--- config.mk ---
export PLATFORM = sky130hd
export DESIGN_NAME = pcx_rle_scanline_decoder_flat
export DESIGN_NICKNAME = d
export VERILOG_FILES = /design/src/rtl/core/pcxrle_pkg.sv /design/src/rtl/core/pcxrle_if.sv /design/src/rtl/core/pcxrle_csr.sv /design/src/rtl/core/pcxrle_step.sv /design/src/rtl/core/pcx_rle_scanline_decoder.sv /design/src/flat_wrapper.sv
export SDC_FILE = /design/constraint.sdc
export NUM_CORES = 1
export LEC_CHECK = 0
export ABC_AREA = 1
export BUFFER_PORTS_ARGS = -buffer_cell sky130_fd_sc_hd__buf_2
export CAP_MARGIN = 15
export CORE_MARGIN = 1.5
export CORE_UTILIZATION = 64
export DETAILED_ROUTE_END_ITERATION = 16
export GPL_ROUTABILITY_DRIVEN = 0
export PLACE_DENSITY = 0.86
export REMOVE_ABC_BUFFERS = 1
export SYNTH_ARGS = -nofsm -noshare
export SYNTH_HDL_FRONTEND = slang
export SYNTH_HIERARCHICAL = 1
export SYNTH_SLANG_ARGS = --single-unit
--- constraint.sdc ---
create_clock -name clock -period 5.1 [get_ports clock]
set_input_delay 0.765 -clock clock [delete_from_list [all_inputs] [get_ports clock]]
set_output_delay 0.765 -clock clock [all_outputs]
set_load 0.01 [all_outputs]
--- src/rtl/core/pcxrle_pkg.sv ---
package pcxrle_pkg;

   // Default scanline dimension width
   localparam int DIM_BITS_DEF = 16;

   // Count code: both top bits set, count in the low six bits
   localparam logic [1:0] RUN_FLAG   = 2'b11;
   localparam int         COUNT_BITS = 6;
   localparam logic [COUNT_BITS-1:0] COUNT_MASK = 6'h3F;

   // CSR register indexes (byte address 4*i)
   localparam int         CSR_ADDR_BITS = 4;
   localparam logic [1:0] REG_BYTES_PER_LINE = 2'd0;
   localparam logic [1:0] REG_VISIBLE_WIDTH  = 2'd1;
   localparam logic [1:0] REG_LINE_COUNT     = 2'd2;

   // Flags from the position step unit
   typedef struct packed {
      logic line_end;
      logic image_end;
      logic visible;
      logic eol;
      logic eoi;
   } step_flags_type;

endpackage

--- src/rtl/core/pcxrle_if.sv ---
interface pcxrle_req_if;
   logic       valid;
   logic       ready;
   logic [7:0] code_byte;

   modport source (output valid, output code_byte, input ready);
   modport sink   (input valid, input code_byte, output ready);
endinterface

interface pcxrle_rsp_if;
   logic       valid;
   logic       ready;
   logic [7:0] pixel;
   logic       end_of_line;
   logic       end_of_image;
   logic       last;

   modport source (output valid, output pixel, output end_of_line, output end_of_image,
                   output last, input ready);
   modport sink   (input valid, input pixel, input end_of_line, input end_of_image,
                   input last, output ready);
endinterface

--- src/rtl/core/pcxrle_csr.sv ---
module pcxrle_csr #(
   parameter int DIM_BITS = pcxrle_pkg::DIM_BITS_DEF
) (
   input  logic                                 clock,
   input  logic                                 reset,
   input  logic                                 csr_psel,
   input  logic                                 csr_penable,
   input  logic                                 csr_pwrite,
   input  logic [pcxrle_pkg::CSR_ADDR_BITS-1:0] csr_paddr,
   input  logic [31:0]                          csr_pwdata,
   output logic [31:0]                          csr_prdata,
   output logic                                 csr_pready,
   output logic [DIM_BITS-1:0]                  bpl_eff,
   output logic [DIM_BITS-1:0]                  vis_eff,
   output logic [DIM_BITS-1:0]                  lines
);
   import pcxrle_pkg::*;

   localparam logic [DIM_BITS-1:0] ONE = DIM_BITS'(1);

   logic [DIM_BITS-1:0] bpl_ff, bpl_in;
   logic [DIM_BITS-1:0] vis_ff, vis_in;
   logic [DIM_BITS-1:0] lines_ff, lines_in;
   logic                wr_en;
   logic [1:0]          idx;

   assign csr_pready = 1'b1;
   assign wr_en      = csr_psel && csr_penable && csr_pwrite;
   assign idx        = csr_paddr[3:2];

   always_comb begin
      bpl_in   = bpl_ff;
      vis_in   = vis_ff;
      lines_in = lines_ff;
      if (wr_en) begin
         case (idx)
            REG_BYTES_PER_LINE: bpl_in   = csr_pwdata[DIM_BITS-1:0];
            REG_VISIBLE_WIDTH:  vis_in   = csr_pwdata[DIM_BITS-1:0];
            REG_LINE_COUNT:     lines_in = csr_pwdata[DIM_BITS-1:0];
            default: ;
         endcase
      end
   end

   always_ff @(posedge clock) begin
      if (reset) begin
         bpl_ff   <= ONE;
         vis_ff   <= ONE;
         lines_ff <= ONE;
      end else begin
         bpl_ff   <= bpl_in;
         vis_ff   <= vis_in;
         lines_ff <= lines_in;
      end
   end

   always_comb begin
      case (idx)
         REG_BYTES_PER_LINE: csr_prdata = 32'(bpl_ff);
         REG_VISIBLE_WIDTH:  csr_prdata = 32'(vis_ff);
         REG_LINE_COUNT:     csr_prdata = 32'(lines_ff);
         default:            csr_prdata = 32'd0;
      endcase
   end

   // zero width acts as one position; visible width clamped to line
   assign bpl_eff = (bpl_ff == '0) ? ONE : bpl_ff;
   assign vis_eff = (vis_ff < bpl_eff) ? vis_ff : bpl_eff;
   assign lines   = lines_ff;

endmodule

--- src/rtl/core/pcxrle_step.sv ---
module pcxrle_step #(
   parameter int DIM_BITS = pcxrle_pkg::DIM_BITS_DEF
) (
   input  logic [DIM_BITS-1:0]       column,
   input  logic [DIM_BITS-1:0]       row,
   input  logic [DIM_BITS-1:0]       bpl_eff,
   input  logic [DIM_BITS-1:0]       vis_eff,
   input  logic [DIM_BITS-1:0]       lines,
   output pcxrle_pkg::step_flags_type flags,
   output logic [DIM_BITS-1:0]       next_column,
   output logic [DIM_BITS-1:0]       next_row
);
   import pcxrle_pkg::*;

   logic [DIM_BITS:0] col1;
   logic [DIM_BITS:0] row1;
   logic              last_row;

   assign col1     = {1'b0, column} + (DIM_BITS+1)'(1);
   assign row1     = {1'b0, row} + (DIM_BITS+1)'(1);
   assign last_row = row1 >= {1'b0, lines};

   always_comb begin
      flags.line_end  = col1 >= {1'b0, bpl_eff};
      flags.image_end = flags.line_end && last_row;
      flags.visible   = column < vis_eff;
      flags.eol       = col1 >= {1'b0, vis_eff};
      flags.eoi       = flags.eol && last_row;
   end

   assign next_column = flags.line_end ? '0 : col1[DIM_BITS-1:0];
   assign next_row    = flags.line_end ? row1[DIM_BITS-1:0] : row;

endmodule

--- src/rtl/core/pcx_rle_scanline_decoder.sv ---
// PCX run-length scanline decoder, 8-bit pixels. One compressed byte per req
// beat; each visible decoded pixel leaves as one rsp beat with end-of-line,
// end-of-image and last-of-byte marks. A count code (top two bits set) yields
// nothing; the following value byte is expanded by a sequencer that steps one
// shared position unit (column/row add and compare) once per copy (1..63),
// and no new byte is accepted until its copies are done. Padding copies past
// visible_width still step the position unit. Runs are cut at the end of a
// line; bytes after the last line are accepted and dropped. An rsp beat
// waiting in the output register does not block acceptance of the next
// byte, only the next copy.
// Registers (APB, byte address 4*i): 0 bytes_per_line, 1 visible_width,
// 2 line_count, all reset to 1; write only while the decoder is idle.
module pcx_rle_scanline_decoder #(
   parameter int DIM_BITS = pcxrle_pkg::DIM_BITS_DEF
) (
   input  logic                                 clock,
   input  logic                                 reset,
   pcxrle_req_if.sink                           req_bus,
   pcxrle_rsp_if.source                         rsp_bus,
   input  logic                                 csr_psel,
   input  logic                                 csr_penable,
   input  logic                                 csr_pwrite,
   input  logic [pcxrle_pkg::CSR_ADDR_BITS-1:0] csr_paddr,
   input  logic [31:0]                          csr_pwdata,
   output logic [31:0]                          csr_prdata,
   output logic                                 csr_pready
);
   import pcxrle_pkg::*;

   localparam logic ST_IDLE = 1'b0;
   localparam logic ST_RUN  = 1'b1;

   // config
   logic [DIM_BITS-1:0] bpl_eff;
   logic [DIM_BITS-1:0] vis_eff;
   logic [DIM_BITS-1:0] lines;

   // sequencer state
   logic                  state_ff, state_in;
   logic                  awaiting_ff, awaiting_in;
   logic [COUNT_BITS-1:0] pending_ff, pending_in;
   logic [COUNT_BITS-1:0] left_ff, left_in;
   logic [DIM_BITS-1:0]   column_ff, column_in;
   logic [DIM_BITS-1:0]   row_ff, row_in;
   logic                  finished_ff, finished_in;
   logic [7:0]            byte_ff, byte_in;

   // output register
   logic       ovalid_ff, ovalid_in;
   logic [7:0] opixel_ff, opixel_in;
   logic       oeol_ff, oeol_in;
   logic       oeoi_ff, oeoi_in;
   logic       olast_ff, olast_in;

   step_flags_type      flags;
   logic [DIM_BITS-1:0] next_column;
   logic [DIM_BITS-1:0] next_row;
   logic                accept;
   logic                advance;
   logic                last_copy;

   pcxrle_csr #(.DIM_BITS(DIM_BITS)) u_csr (
      .clock       (clock),
      .reset       (reset),
      .csr_psel    (csr_psel),
      .csr_penable (csr_penable),
      .csr_pwrite  (csr_pwrite),
      .csr_paddr   (csr_paddr),
      .csr_pwdata  (csr_pwdata),
      .csr_prdata  (csr_prdata),
      .csr_pready  (csr_pready),
      .bpl_eff     (bpl_eff),
      .vis_eff     (vis_eff),
      .lines       (lines)
   );

   // shared position unit, one copy per use
   pcxrle_step #(.DIM_BITS(DIM_BITS)) u_step (
      .column      (column_ff),
      .row         (row_ff),
      .bpl_eff     (bpl_eff),
      .vis_eff     (vis_eff),
      .lines       (lines),
      .flags       (flags),
      .next_column (next_column),
      .next_row    (next_row)
   );

   assign req_bus.ready = (state_ff == ST_IDLE);
   assign accept        = req_bus.valid && req_bus.ready;
   // a copy proceeds only when the output register can take its beat
   assign advance       = (state_ff == ST_RUN) && (!ovalid_ff || rsp_bus.ready);
   assign last_copy     = (left_ff == COUNT_BITS'(1));

   always_comb begin
      state_in    = state_ff;
      awaiting_in = awaiting_ff;
      pending_in  = pending_ff;
      left_in     = left_ff;
      column_in   = column_ff;
      row_in      = row_ff;
      finished_in = finished_ff;
      byte_in     = byte_ff;
      ovalid_in   = ovalid_ff && !rsp_bus.ready;
      opixel_in   = opixel_ff;
      oeol_in     = oeol_ff;
      oeoi_in     = oeoi_ff;
      olast_in    = olast_ff;

      case (state_ff)
         ST_IDLE: begin
            if (accept && !finished_ff && (lines != '0)) begin
               if (!awaiting_ff && (req_bus.code_byte[7:6] == RUN_FLAG)) begin
                  awaiting_in = 1'b1;
                  pending_in  = req_bus.code_byte[COUNT_BITS-1:0] & COUNT_MASK;
               end else begin
                  // count of zero still gives one copy
                  if (awaiting_ff && (pending_ff != '0))
                     left_in = pending_ff;
                  else
                     left_in = COUNT_BITS'(1);
                  awaiting_in = 1'b0;
                  pending_in  = '0;
                  byte_in     = req_bus.code_byte;
                  state_in    = ST_RUN;
               end
            end
         end
         ST_RUN: begin
            if (advance) begin
               if (flags.visible) begin
                  ovalid_in = 1'b1;
                  opixel_in = byte_ff;
                  oeol_in   = flags.eol;
                  oeoi_in   = flags.eoi;
                  // nothing visible follows after eol or the line end
                  olast_in  = last_copy || flags.line_end || flags.eol;
               end
               column_in = next_column;
               row_in    = next_row;
               if (flags.image_end)
                  finished_in = 1'b1;
               left_in = left_ff - COUNT_BITS'(1);
               if (last_copy || flags.line_end)
                  state_in = ST_IDLE;
            end
         end
         default: state_in = ST_IDLE;
      endcase
   end

   always_ff @(posedge clock) begin
      if (reset) begin
         state_ff    <= ST_IDLE;
         awaiting_ff <= 1'b0;
         pending_ff  <= '0;
         left_ff     <= '0;
         column_ff   <= '0;
         row_ff      <= '0;
         finished_ff <= 1'b0;
         ovalid_ff   <= 1'b0;
      end else begin
         state_ff    <= state_in;
         awaiting_ff <= awaiting_in;
         pending_ff  <= pending_in;
         left_ff     <= left_in;
         column_ff   <= column_in;
         row_ff      <= row_in;
         finished_ff <= finished_in;
         ovalid_ff   <= ovalid_in;
      end
   end

   // payload, no reset
   always_ff @(posedge clock) begin
      byte_ff   <= byte_in;
      opixel_ff <= opixel_in;
      oeol_ff   <= oeol_in;
      oeoi_ff   <= oeoi_in;
      olast_ff  <= olast_in;
   end

   assign rsp_bus.valid        = ovalid_ff;
   assign rsp_bus.pixel        = opixel_ff;
   assign rsp_bus.end_of_line  = oeol_ff;
   assign rsp_bus.end_of_image = oeoi_ff;
   assign rsp_bus.last         = olast_ff;

endmodule
--- src/flat_wrapper.sv ---
// flat-port wrapper written by rule: the top's interface ports become plain ports
module pcx_rle_scanline_decoder_flat import pcxrle_pkg::*;
#(
   parameter int DIM_BITS = pcxrle_pkg::DIM_BITS_DEF
)
  (clock, reset, csr_psel, csr_penable, csr_pwrite, csr_paddr, csr_pwdata, csr_prdata, csr_pready, req_bus_valid, req_bus_code_byte, req_bus_ready, rsp_bus_valid, rsp_bus_pixel, rsp_bus_end_of_line, rsp_bus_end_of_image, rsp_bus_last, rsp_bus_ready);
  pcxrle_req_if req_bus_i ();
  pcxrle_rsp_if rsp_bus_i ();
  input  logic clock;
  input  logic reset;
  input  logic csr_psel;
  input  logic csr_penable;
  input  logic csr_pwrite;
  input  logic [pcxrle_pkg::CSR_ADDR_BITS-1:0] csr_paddr;
  input  logic [31:0] csr_pwdata;
  output logic [31:0] csr_prdata;
  output logic csr_pready;
  input wire logic [$bits(req_bus_i.valid)-1:0] req_bus_valid;
  input wire logic [$bits(req_bus_i.code_byte)-1:0] req_bus_code_byte;
  output wire logic [$bits(req_bus_i.ready)-1:0] req_bus_ready;
  output wire logic [$bits(rsp_bus_i.valid)-1:0] rsp_bus_valid;
  output wire logic [$bits(rsp_bus_i.pixel)-1:0] rsp_bus_pixel;
  output wire logic [$bits(rsp_bus_i.end_of_line)-1:0] rsp_bus_end_of_line;
  output wire logic [$bits(rsp_bus_i.end_of_image)-1:0] rsp_bus_end_of_image;
  output wire logic [$bits(rsp_bus_i.last)-1:0] rsp_bus_last;
  input wire logic [$bits(rsp_bus_i.ready)-1:0] rsp_bus_ready;
  assign req_bus_i.valid = req_bus_valid;
  assign req_bus_i.code_byte = req_bus_code_byte;
  assign req_bus_ready = req_bus_i.ready;
  assign rsp_bus_valid = rsp_bus_i.valid;
  assign rsp_bus_pixel = rsp_bus_i.pixel;
  assign rsp_bus_end_of_line = rsp_bus_i.end_of_line;
  assign rsp_bus_end_of_image = rsp_bus_i.end_of_image;
  assign rsp_bus_last = rsp_bus_i.last;
  assign rsp_bus_i.ready = rsp_bus_ready;
  pcx_rle_scanline_decoder #(.DIM_BITS(DIM_BITS)) u_core (.clock(clock), .reset(reset), .req_bus(req_bus_i), .rsp_bus(rsp_bus_i), .csr_psel(csr_psel), .csr_penable(csr_penable), .csr_pwrite(csr_pwrite), .csr_paddr(csr_paddr), .csr_pwdata(csr_pwdata), .csr_prdata(csr_prdata), .csr_pready(csr_pready));
endmodule
# Word level (Yosys, flattened, before mapping)
# Cells that the tools add are included.
dict set report word_totals {
  regBits 115
  in_bits 51
  elab_cells 84
}
dict set report classes {
  n_addsub 3
  order_cmp 5
  n_eq_ne 7
  muxes 19
  bitwise_logic 2
  n_reduce_logical 32
}
# cell count
set ops {}
lappend ops {{$ge A17 B16 Y1} 3}
lappend ops {{$mux W16} 3}
lappend ops {{$pmux W16 S3} 1}
lappend ops {{$add A16 B1 Y17 const B} 2}
lappend ops {{$lt A16 B16 Y1} 2}
lappend ops {{$mux W6} 5}
lappend ops {{$logic_not A16 Y1} 1}
lappend ops {{$reduce_bool A16 Y1} 1}
lappend ops {{$reduce_and A3 Y1} 5}
lappend ops {{$pmux W6 S2} 1}
lappend ops {{$logic_and A1 B1 Y1} 11}
lappend ops {{$reduce_and A2 Y1} 5}
lappend ops {{$mux W1} 8}
lappend ops {{$eq A6 B1 Y1 const B} 1}
lappend ops {{$ne A2 B2 Y1 const B} 3}
lappend ops {{$reduce_bool A6 Y1} 1}
lappend ops {{$sub A6 B1 Y6 const B} 1}
lappend ops {{$eq A2 B2 Y1 const B} 2}
lappend ops {{$logic_not A1 Y1} 4}
lappend ops {{$logic_or A1 B1 Y1} 3}
lappend ops {{$eq A2 B1 Y1 const B} 1}
lappend ops {{$logic_not A2 Y1} 1}
lappend ops {{$not A1 Y1} 2}
lappend ops {{$pmux W1 S2} 1}

# Longest topological paths before layout
# Gate-level depths: netlist of run 1.
dict set report depth {
  ltp_word 8
  depth_mapped 31
}

# By module
# Netlist of run 1, hierarchy kept.
# module instances cells_each area_per_inst_um2 seq_area_each_um2
set by_module_without_submodules {}
lappend by_module_without_submodules {pcxrle_step 1 521 2900.3 0.0}
lappend by_module_without_submodules {pcxrle_csr 1 416 2797.7 960.9}
lappend by_module_without_submodules {pcx_rle_scanline_decoder 1 303 2592.5 1531.5}

# Worst setup path after synthesis of run 1
# Ideal clock, no wire load.
dict set report synth_path {
  path_type {reg2reg}
  startpoint {reg u_core.u_csr.bpl_ff[9]}
  endpoint {reg u_core.oeoi_ff (netlist: u_core/rsp_bus.end_of_image) (enable)}
  t_arrival_ns 3.050
  required_time_ns 4.720
  setup_slack_ns 1.670
  stages_incl_launch_ff 19
  n_path_buf 2
  period_less_slack_ns 3.430
  path_cell_list {dfxtp_1 > inv_1 > ha_1 > a21oi_1 > nor2_1 > a211oi_1 > o221a_2 > buf_4 > clkbuf_8 > nand3_1 > nand2_1 > inv_1 > ha_1 > a21oi_1 > o21a_1 > o221ai_1 > a21oi_1 > nand2_1 > nor2_1}
}
# element line_no
set synth_lines {}
lappend synth_lines {{start, declared} pcxrle_csr.sv:21} ;# logic [DIM_BITS-1:0] bpl_ff, bpl_in;
lappend synth_lines {{start signal, assigned} pcxrle_csr.sv:51} ;# bpl_ff <= bpl_in;
lappend synth_lines {{end signal, assigned} pcx_rle_scanline_decoder.sv:179} ;# oeoi_ff <= oeoi_in;
lappend synth_lines {{end, declared} pcx_rle_scanline_decoder.sv:52} ;# logic oeoi_ff, oeoi_in;

==> flow_summary_export.csv, run 1 <==
group,metric,value,unit
timing,hold_viol,0,
synth,synth.distinct_cells,44,
power,comb_power_share,51.6,%
floorplan,fp-row-count,41,
synth,synth_edf_count,19,
floorplan,core,12600,um2
finish,multi_input_area,4790,um2
power,clkPwrFrac,21.3,%
timing,min_period,4180,ps
floorplan,chipWidth,117,um
timing,worst_pin_slew,896,ps
drt,routed_via_density,5.40,
synth,yosys-top-cells-count,"nand2_1, nor2_1, inv_1",
finish,nNetsFinal,1404,
timing,slew_headroom,40.0,%
finish,antennaDiodeCount,0,
clock_network,clk_pin_slew,50,ps
finish,fillCellCount,1085,
power,p_sw_share,47.0,%
floorplan,num_io_pins,97,
clock_network,clockRootBuffer,"clkbuf_16",
synth,synth_area_leaders,"dfxtp_1, nand2_1, ha_1, nor2_1, inv_1",
worst_setup_path,required,5140,ps
run,maxCapViolCount,0,
worst_setup_path,critPathTopFamily,"compound AO/OA/AOI/OAI gates",
global_route,grt_max_degree,49,
timing,setup_viol,0,
timing,fmax,0.239,GHz
synth,synth_largest_area_cell,"dfxtp_1",
drt,vias,7853,
power,internal-power,0.00263,W
synth,synth_cells,1240,
synth,yosysMostFrequentCell,"nand2_1",
drt,ant_nets,0,
worst_setup_path,crit_arrival,4220,ps
synth,avgSynthCellArea,6.69,um2
power,leakagePower,4.44,nW
worst_setup_path,cp-start-kind,"flop",
clock_network,cts_buffers,17,
finish,area_growth,8.89,%
clock_network,cts_hold_buffers,0,
placement,io_buffer_count,61,
clock_network,cts_buffer_depth,2,
placement,placed_cell_area,8460,um2
timing,timing.hold.ws,409,ps
clock_network,h-tree-depth,4,
clock_network,ctsResizeCount,0,
clock_network,tritoncts,"yes",
timing,skew,7.26,ps
power,p_switching,0.00233,W
drt,routedWlPerCell,13.8,um
timing,rsz0062_at_grt,"false",
power,sequentialPowerShare,27.1,%
synth,yosys.area.top_type_share,23.2,%
floorplan,start_util,65.7,%
timing,drv_slew,0,
synth,async_reset_ff_share,0,%
clock_network,clock_latency,420,ps
power,p_total,0.00496,W
clock_network,cts.sinks,115,
power,powerDensity,549,nW/um2
worst_hold_path,whs_path_depth,0,
global_route,grt_usage,30.3,%
drt,drtPass1Iterations,9,
drt,drt-initial-drc-count,832,
finish,regArea,2490,um2
drt,drt_wl_total,20100,um
worst_setup_path,worst-path-stages,18,
worst_setup_path,reg2reg_depth,18,
worst_setup_path,path_buf_inv,2,
global_route,antenna_found_initial,0,
worst_hold_path,hold_class,"reg -> reg",
finish,postLayoutCoreUtil,71.5,%
synth,ys_seq_elements,115,
floorplan,die_y,117,um
floorplan,die_area,13600,um2
global_route,grt-ovfl-total,0,
synth,syn_area,8290,um2
finish,final_area,9030,um2
power,ir_drop,0.340,mV
worst_setup_path,crit_slowest_cell,"nor2_1",
placement,dp_hpwl,14500,um
worst_setup_path,crit_path_end_kind,"flop",
synth,seq_area_frac_synth,30.1,%
global_route,grt_pass1_vias,7120,
worst_setup_path,path_class,"reg -> reg",
worst_setup_path,worstPathMaxFanout,17,
synth,synth_warnings,6,
worst_setup_path,path_cells,"inv_1 > ha_1 > a21oi_1 > nor2_1 > a211oi_1 > o221a_2 > nand2_4 > nand2_1 > nand2_1 > inv_1 > ha_1 > a21oi_1 > o21ai_0 > nand4_1 > o211ai_1 > a21oi_1 > nand2_1 > nor2_1",
finish,drive_above_1_share,11.5,%
synth,synth_flop_cell,"dfxtp_1",
timing,setup_tns,0,ps
status,status,"completed",
global_route,grt_pass1_wl,32300,um
drt,drcViolationCount,0,
clock_network,post_cts_buffers,0,
timing,post-route-period-util,81.9,%
worst_setup_path,cp_slowest_stage_delay,700,ps
-- logic make-up after synthesis --
logic type	synth area share, %
AO/OA/AOI/OAI	11.4
XOR/XNOR	2.32
adder cells (fa/ha/maj)	12.5
buffers and inverters	12.8
flip-flops	30.1
other	0.0906
AND/OR/NAND/NOR	30.8
-- state kept, by name (all words and copies together) (netlist names), 6 cells and up --
signal	cells
u_core/byte_ff	8
u_core/column_ff	16
u_core/left_ff	6
u_core/pending_ff	6
u_core/row_ff	16
u_core/rsp_bus.pixel	8
u_core/u_csr/bpl_ff	16
u_core/u_csr/lines	16
u_core/u_csr/vis_ff	16
-- final cells by class --
type | instances | area share, %
clock buffers | 21 | 5.10
clock inverters | 10 | 0.679
inverters | 173 | 7.19
multi-input cells | 899 | 53.1
flip-flops and latches | 115 | 27.6
well taps | 172 | 2.38
repair buffers | 64 | 3.94
-- power groups by stage --
stage	logic (W)	clock network [W]	registers [W]
2_1_floorplan	0.00187	0	0.00132
3_3_place_gp	0.00240	0	0.00135
3_5_place_dp	0.00246	0	0.00135
4_1_cts	0.00251	0.00107	0.00134
5_1_grt	0.00288	0.00111	0.00137
6_report	0.00256	0.00105	0.00134
-- per-layer routing --
metal | wire length, um | part of all wire (%) | GRT usage (%) | up-vias
met1 | 8590 | 43 | 36.7 | 3546
li1 | - | - | - | 3954
met3 | 1250 | 6.2 | 6.39 | 55
met5 | 0 | 0 | 0 | -
met4 | 670 | 3.3 | 13.7 | 0
met2 | 9620 | 48 | 51.9 | 298
-- final timing paths --
check	start	to	slack, ps
worst min-delay path	u_core/byte_ff[0]	u_core/rsp_bus.pixel[0]	410
worst max register to register	u_core/u_csr/bpl_ff[9]	u_core/rsp_bus.pixel[2]	920
worst max-delay path	u_core/u_csr/bpl_ff[9]	u_core/rsp_bus.pixel[2]	920
worst min register to register	u_core/byte_ff[0]	u_core/rsp_bus.pixel[0]	410
-- metrics by stage --
stage | worst slack (ps) | instances
floorplan | 1670 | 1187
global placement | 1010 | 1421
detailed placement | 989 | 1421
CTS | 921 | 1452
global route | 656 | 1454
finish | 921 | 1454
-- cell usage in the layout, fill, tap and decap left out, types with 3 or more instances in the layout --
cell type,instances
nor2_1,196
xor2_1,18
o211ai_1,18
o21ai_0,83
clkinv_2,6
nand4_1,8
dfxtp_1,96
conb_1,17
nand2_4,3
inv_2,5
nor2_4,3
ha_1,83
buf_2,61
clkbuf_16,17
nand3_2,4
inv_1,167
nor2_2,22
a21oi_1,59
xnor2_1,4
nand2_1,286
nand3b_1,4
clkinvlp_4,3
nand2_2,10
nand3_1,52
nor3_1,11
edfxtp_1,19
No activity file was read; power rests on OpenSTA's default activity.
==> inputs of run 2 (changes only) <==
- CORE_UTILIZATION: 64 -> 60
- PLACE_DENSITY: 0.86 -> 0.82
- clock period: 5.1 -> 4.4 ns (I/O delays scaled with it)
==> flow_summary_export.csv, run 2 (synthesis results as in run 1) <==
group,metric,value,unit
timing,fmax,0.273,GHz
drt,routed_via_density,5.37,
worst_setup_path,required,4520,ps
power,p_switching,0.00267,W
worst_setup_path,crit_slowest_cell,"dfxtp_1",
drt,vias,7835,
floorplan,die_area,14500,um2
status,status,"completed",
timing,setup_tns,0,ps
drt,routedWlPerCell,14.1,um
finish,antennaDiodeCount,0,
timing,setup_viol,0,
worst_hold_path,holdPathEnd,"u_core/rsp_bus.pixel[0]",
timing,slew_headroom,45.1,%
global_route,met2_usage,49.1,%
clock_network,cts_buffers,17,
global_route,grt-ovfl-total,0,
clock_network,ctsResizeCount,0,
clock_network,post_cts_buffers,0,
global_route,grt.met1_usage,36.1,%
power,p_total,0.00588,W
timing,rsz0062_at_grt,"false",
finish,final_cell_mix,"nand2_1, nor2_1, inv_1",
power,comb_power_share,50.3,%
global_route,grt_usage,29.2,%
clock_network,clockRootBuffer,"clkbuf_16",
clock_network,tritoncts,"yes",
clock_network,cts_hold_buffers,0,
worst_setup_path,crit_path_end_kind,"flop",
timing,skew,10.6,ps
worst_hold_path,whs_path_depth,0,
floorplan,core,13300,um2
timing,hold_viol,0,
drt,drt_wl_total,20600,um
drt,ant_nets,0,
drt,drtPass1Iterations,6,
timing,worst_pin_slew,822,ps
finish,drive_above_1_share,11.5,%
worst_setup_path,r2r_slack,740,ps
worst_hold_path,hold_class,"reg -> reg",
worst_setup_path,cp-start-kind,"flop",
drt,drcViolationCount,0,
floorplan,num_io_pins,97,
worst_setup_path,r2r_start,"u_core/u_csr/bpl_ff[5]",
placement,dp_hpwl,14800,um
finish,nNetsFinal,1406,
power,leakagePower,4.48,nW
worst_setup_path,reg2reg_depth,20,
timing,min_period,3660,ps
global_route,grt_max_degree,49,
worst_hold_path,hold_start,"u_core/byte_ff[0]",
global_route,use_met3,4.81,%
global_route,top_usage_layer,"met2",
placement,detailedPlace.worstSlack,803,ps
worst_setup_path,path_class,"reg -> reg",
global_route,antenna_found_initial,0,
timing,drv_slew,0,
drt,drt-initial-drc-count,544,
worst_setup_path,crit_arrival,3790,ps
clock_network,clock_latency,430,ps
timing,post-route-period-util,83.3,%
power,powerDensity,645,nW/um2
power,clkPwrFrac,23.2,%
worst_setup_path,r2r-end,"u_core/rsp_bus.end_of_image",
worst_setup_path,worstPathMaxFanout,17,
global_route,grt_pass1_vias,7352,
worst_setup_path,cp_slowest_stage_delay,390,ps
floorplan,start_util,62.1,%
clock_network,clk_pin_slew,50,ps
clock_network,cts.sinks,115,
worst_setup_path,path_cells,"inv_1 > ha_1 > a21oi_1 > nor2_1 > a211oi_1 > nand2_2 > nand2_4 > nand2_4 > nand2_1 > nand2_1 > inv_1 > ha_1 > a21oi_1 > o21ai_0 > nand4_1 > o211ai_1 > a21oi_1 > nand2_1 > nor2_1 > buf_4",
global_route,grt_pass1_wl,34000,um
power,internal-power,0.00320,W
run,maxCapViolCount,0,
floorplan,fp-row-count,42,
clock_network,cts_buffer_depth,2,
timing,fin_ws,736,ps
clock_network,h-tree-depth,4,
placement,io_buffer_count,61,
floorplan,die_y,121,um
power,sequentialPowerShare,26.5,%
finish,area_growth,9.98,%
power,p_sw_share,45.5,%
floorplan,chipWidth,121,um
power,ir_drop,0.388,mV
finish,final_common_cell,"nand2_1",
run 2: changes by cell type in the layout (fill, tap and decap cells not counted), sizes merged:
cell | previous run | this run
clkinvlp | 3 | 2
buf | 64 | 66
clkbuf | 21 | 22
clkinv | 8 | 6
bufinv | 0 | 2
run 2: layer usage:
layer	wire length (um)	vias to the layer above	part of all wire, %
met2	9890	260	48
met3	1030	61	5.0
met1	8930	3544	43
met4	732	0	3.6
met5	0	-	0
li1	-	3970	-
run 2: worst max-delay path by stage:
| stage | to | depth (start not counted) | from | slack (ps) |
|---|---|---|---|---|
| 6_report | u_core/rsp_bus.end_of_image | 20 | u_core/u_csr/bpl_ff[5] | 740 |
| 5_1_grt | u_core/rsp_bus.end_of_image | 19 | u_core/u_csr/bpl_ff[9] | 390 |
| 4_1_cts | u_core/rsp_bus.end_of_image | 19 | u_core/u_csr/bpl_ff[9] | 770 |
| 3_5_place_dp | u_core/rsp_bus.pixel[3] | 19 | u_core/u_csr/bpl_ff[9] | 800 |
| 3_3_place_gp | u_core/rsp_bus.pixel[1] | 19 | u_core/u_csr/bpl_ff[9] | 850 |
| 2_1_floorplan | u_core/rsp_bus.end_of_image | 18 | u_core/u_csr/bpl_ff[9] | 970 |
run 2: per-stage QoR:
stage               utilization, %  area, um2  hold slack [ps]  instances
global route                  68.3       9120              423       1460
detailed placement            63.6       8480              405       1427
global placement              63.6       8480              401       1427
floorplan                        -       7940              400       1187
finish                        68.3       9120              417       1460
CTS                           67.9       9060              418       1458
run 2: layout make-up:
class / instances / area, um2
Multi-Input combinational cell: 899 / 4790
Fill cell: 1199 / 4230
Sequential cell: 115 / 2490
Inverter: 173 / 649
Clock buffer: 22 / 475
Timing Repair Buffer: 66 / 383
Tap cell: 176 / 220
Clock inverter: 9 / 104
run 2: critical path: cells and delay by family (launching register included):
kind / cells / cell delay [ps]
fa+ha+maj: 2 / 580
flops: 1 / 390
buf+inv: 3 / 400
compound gates: 6 / 1040
simple gates: 9 / 970
run 2: power by group through the flow:
| stage | combinational (W) | sequential (W) | clock (W) |
|---|---|---|---|
| CTS | 0.00292 | 0.00156 | 0.00137 |
| global route | 0.00339 | 0.00159 | 0.00141 |
| global placement | 0.00280 | 0.00156 | 0 |
| detailed placement | 0.00288 | 0.00157 | 0 |
| finish | 0.00296 | 0.00156 | 0.00136 |
| floorplan | 0.00217 | 0.00153 | 0 |
==> inputs of run 3 (changes only) <==
- clock period: 4.4 -> 3.8 ns (I/O delays scaled with it)
==> flow_summary_export.csv, run 3 (synthesis results as in run 1) <==
group,metric,value,unit
status,status,"completed",
power,p_sw_share,45.0,%
worst_setup_path,crit_slowest_cell,"dfxtp_1",
power,ir_drop,0.460,mV
finish,fillCellCount,1145,
clock_network,cts_buffer_depth,2,
worst_setup_path,path_cells,"inv_1 > ha_1 > a21oi_1 > nor2_1 > a211oi_2 > o221a_2 > nand2_4 > nand2_1 > nand2_1 > inv_1 > ha_1 > a21oi_1 > o21ai_0 > nand4_1 > o211ai_1 > a21oi_1 > nand2_1 > nor2_1 > buf_4",
power,internal-power,0.00376,W
drt,drt_wl_total,20300,um
finish,area_growth,10.5,%
worst_setup_path,reg2reg_depth,19,
worst_hold_path,hold_class,"in -> reg",
power,comb_power_share,50.1,%
drt,routedWlPerCell,13.9,um
timing,skew,11.1,ps
finish,final_common_cell,"nand2_1",
drt,drt-initial-drc-count,654,
global_route,grt-ovfl-total,0,
worst_setup_path,crit_path_end_kind,"flop",
power,p_switching,0.00307,W
timing,slew_headroom,24.4,%
drt,drcViolationCount,0,
timing,min_period,3480,ps
worst_setup_path,cp-start-kind,"flop",
floorplan,core,13300,um2
timing,hold_viol,0,
timing,setup_viol,0,
finish,nNetsFinal,1412,
run,maxCapViolCount,0,
drt,ant_nets,0,
placement,dp_hpwl,14900,um
worst_setup_path,worstPathMaxFanout,16,
timing,setup_tns,0,ps
timing,fmax,0.287,GHz
worst_setup_path,cp_slowest_stage_delay,370,ps
clock_network,cts.sinks,115,
worst_setup_path,crit_arrival,3610,ps
power,leakagePower,4.51,nW
global_route,grt_pass1_vias,7196,
power,powerDensity,746,nW/um2
timing,post-route-period-util,91.6,%
clock_network,tritoncts,"yes",
timing,fin_ws,318,ps
global_route,grt_usage,28.8,%
drt,routed_via_density,5.38,
timing,rsz0062_at_grt,"false",
floorplan,chipWidth,121,um
floorplan,die_area,14500,um2
clock_network,clock_latency,420,ps
placement,detailedPlace.worstSlack,250,ps
global_route,antenna_found_initial,0,
floorplan,fp-row-count,42,
placement,io_buffer_count,61,
timing,timing.hold.ws,345,ps
finish,drive_above_1_share,12.1,%
floorplan,start_util,62.1,%
worst_setup_path,path_class,"reg -> reg",
clock_network,h-tree-depth,4,
clock_network,clockRootBuffer,"clkbuf_16",
global_route,grt_pass1_wl,33500,um
clock_network,cts_buffers,17,
floorplan,die_y,121,um
clock_network,cts_hold_buffers,0,
worst_setup_path,required,3930,ps
global_route,grt_max_degree,49,
timing,drv_slew,0,
finish,antennaDiodeCount,0,
power,sequentialPowerShare,26.4,%
finish,final_cell_mix,"nand2_1, nor2_1, inv_1",
clock_network,clk_pin_slew,50,ps
timing,worst_pin_slew,1130,ps
power,clkPwrFrac,23.5,%
drt,vias,7891,
worst_hold_path,whs_path_depth,1,
floorplan,num_io_pins,97,
drt,drtPass1Iterations,6,
[run 3: cell count changes in the layout (fill, tap and decap cells not counted), sizes merged]
cell and change:
buf +5, clkbuf -1, bufinv +1, clkinvlp -1
o221a +1, inv +1
[run 3: final cells by class]
type / instances / area, um2 / share of cell area (%)
Multi-Input combinational cell: 900 / 4810 / 52.6
Clock inverter: 10 / 133 / 1.45
Inverter: 173 / 649 / 7.09
Clock buffer: 21 / 450 / 4.92
Tap cell: 176 / 220 / 2.40
Timing Repair Buffer: 71 / 400 / 4.37
Sequential cell: 115 / 2490 / 27.2
[run 3: power by group through the flow]
stage | clock network (W) | registers (W) | logic (W)
floorplan | 0 | 0.00177 | 0.00251
global placement | 0 | 0.00181 | 0.00323
detailed placement | 0 | 0.00182 | 0.00334
CTS | 0.00162 | 0.00180 | 0.00337
global route | 0.00167 | 0.00185 | 0.00391
finish | 0.00160 | 0.00181 | 0.00342
[run 3: critical path: cells and delay by family, from the launching register on]
family	cells	cell delay (ps)
compound gates	7	1230
fa+ha+maj	2	550
buf+inv	3	370
flops	1	370
simple gates	7	660
[run 3: repair_timing]
item | in CTS | in global routing
buffers inserted | 0 | 2
resized for setup | 0 | 3
setup endpoints to repair | 0 | 28
[run 3: path summary, 6_finish.rpt]
kind                            slack [ps]                    from                       to
worst min register to register         420       u_core/byte_ff[2]  u_core/rsp_bus.pixel[2]
worst min-delay path                   340    req_bus_code_byte[3]        u_core/byte_ff[3]
worst max register to register         320  u_core/u_csr/bpl_ff[9]  u_core/rsp_bus.pixel[3]
worst max-delay path                   320  u_core/u_csr/bpl_ff[9]  u_core/rsp_bus.pixel[3]
[run 3: metrics by stage]
step	utilization [%]	instance area, um2	total power [W]	instances
2_1_floorplan	-	7940	0.00428	1187
3_3_place_gp	63.8	8510	0.00504	1431
3_5_place_dp	63.8	8510	0.00516	1431
4_1_cts	68.1	9100	0.00679	1462
5_1_grt	68.6	9160	0.00743	1466
6_report	68.6	9160	0.00683	1466
[run 3: routing by layer]
layer / track usage, % / vias up / wire length [um] / share of wire [%]
li1: - / 3977 / - / -
met2: 49.8 / 272 / 9720 / 48
met4: 11.7 / 0 / 608 / 3.0
met1: 35.3 / 3579 / 8790 / 43
met3: 5.33 / 63 / 1190 / 5.9
met5: 0 / - / 0 / 0
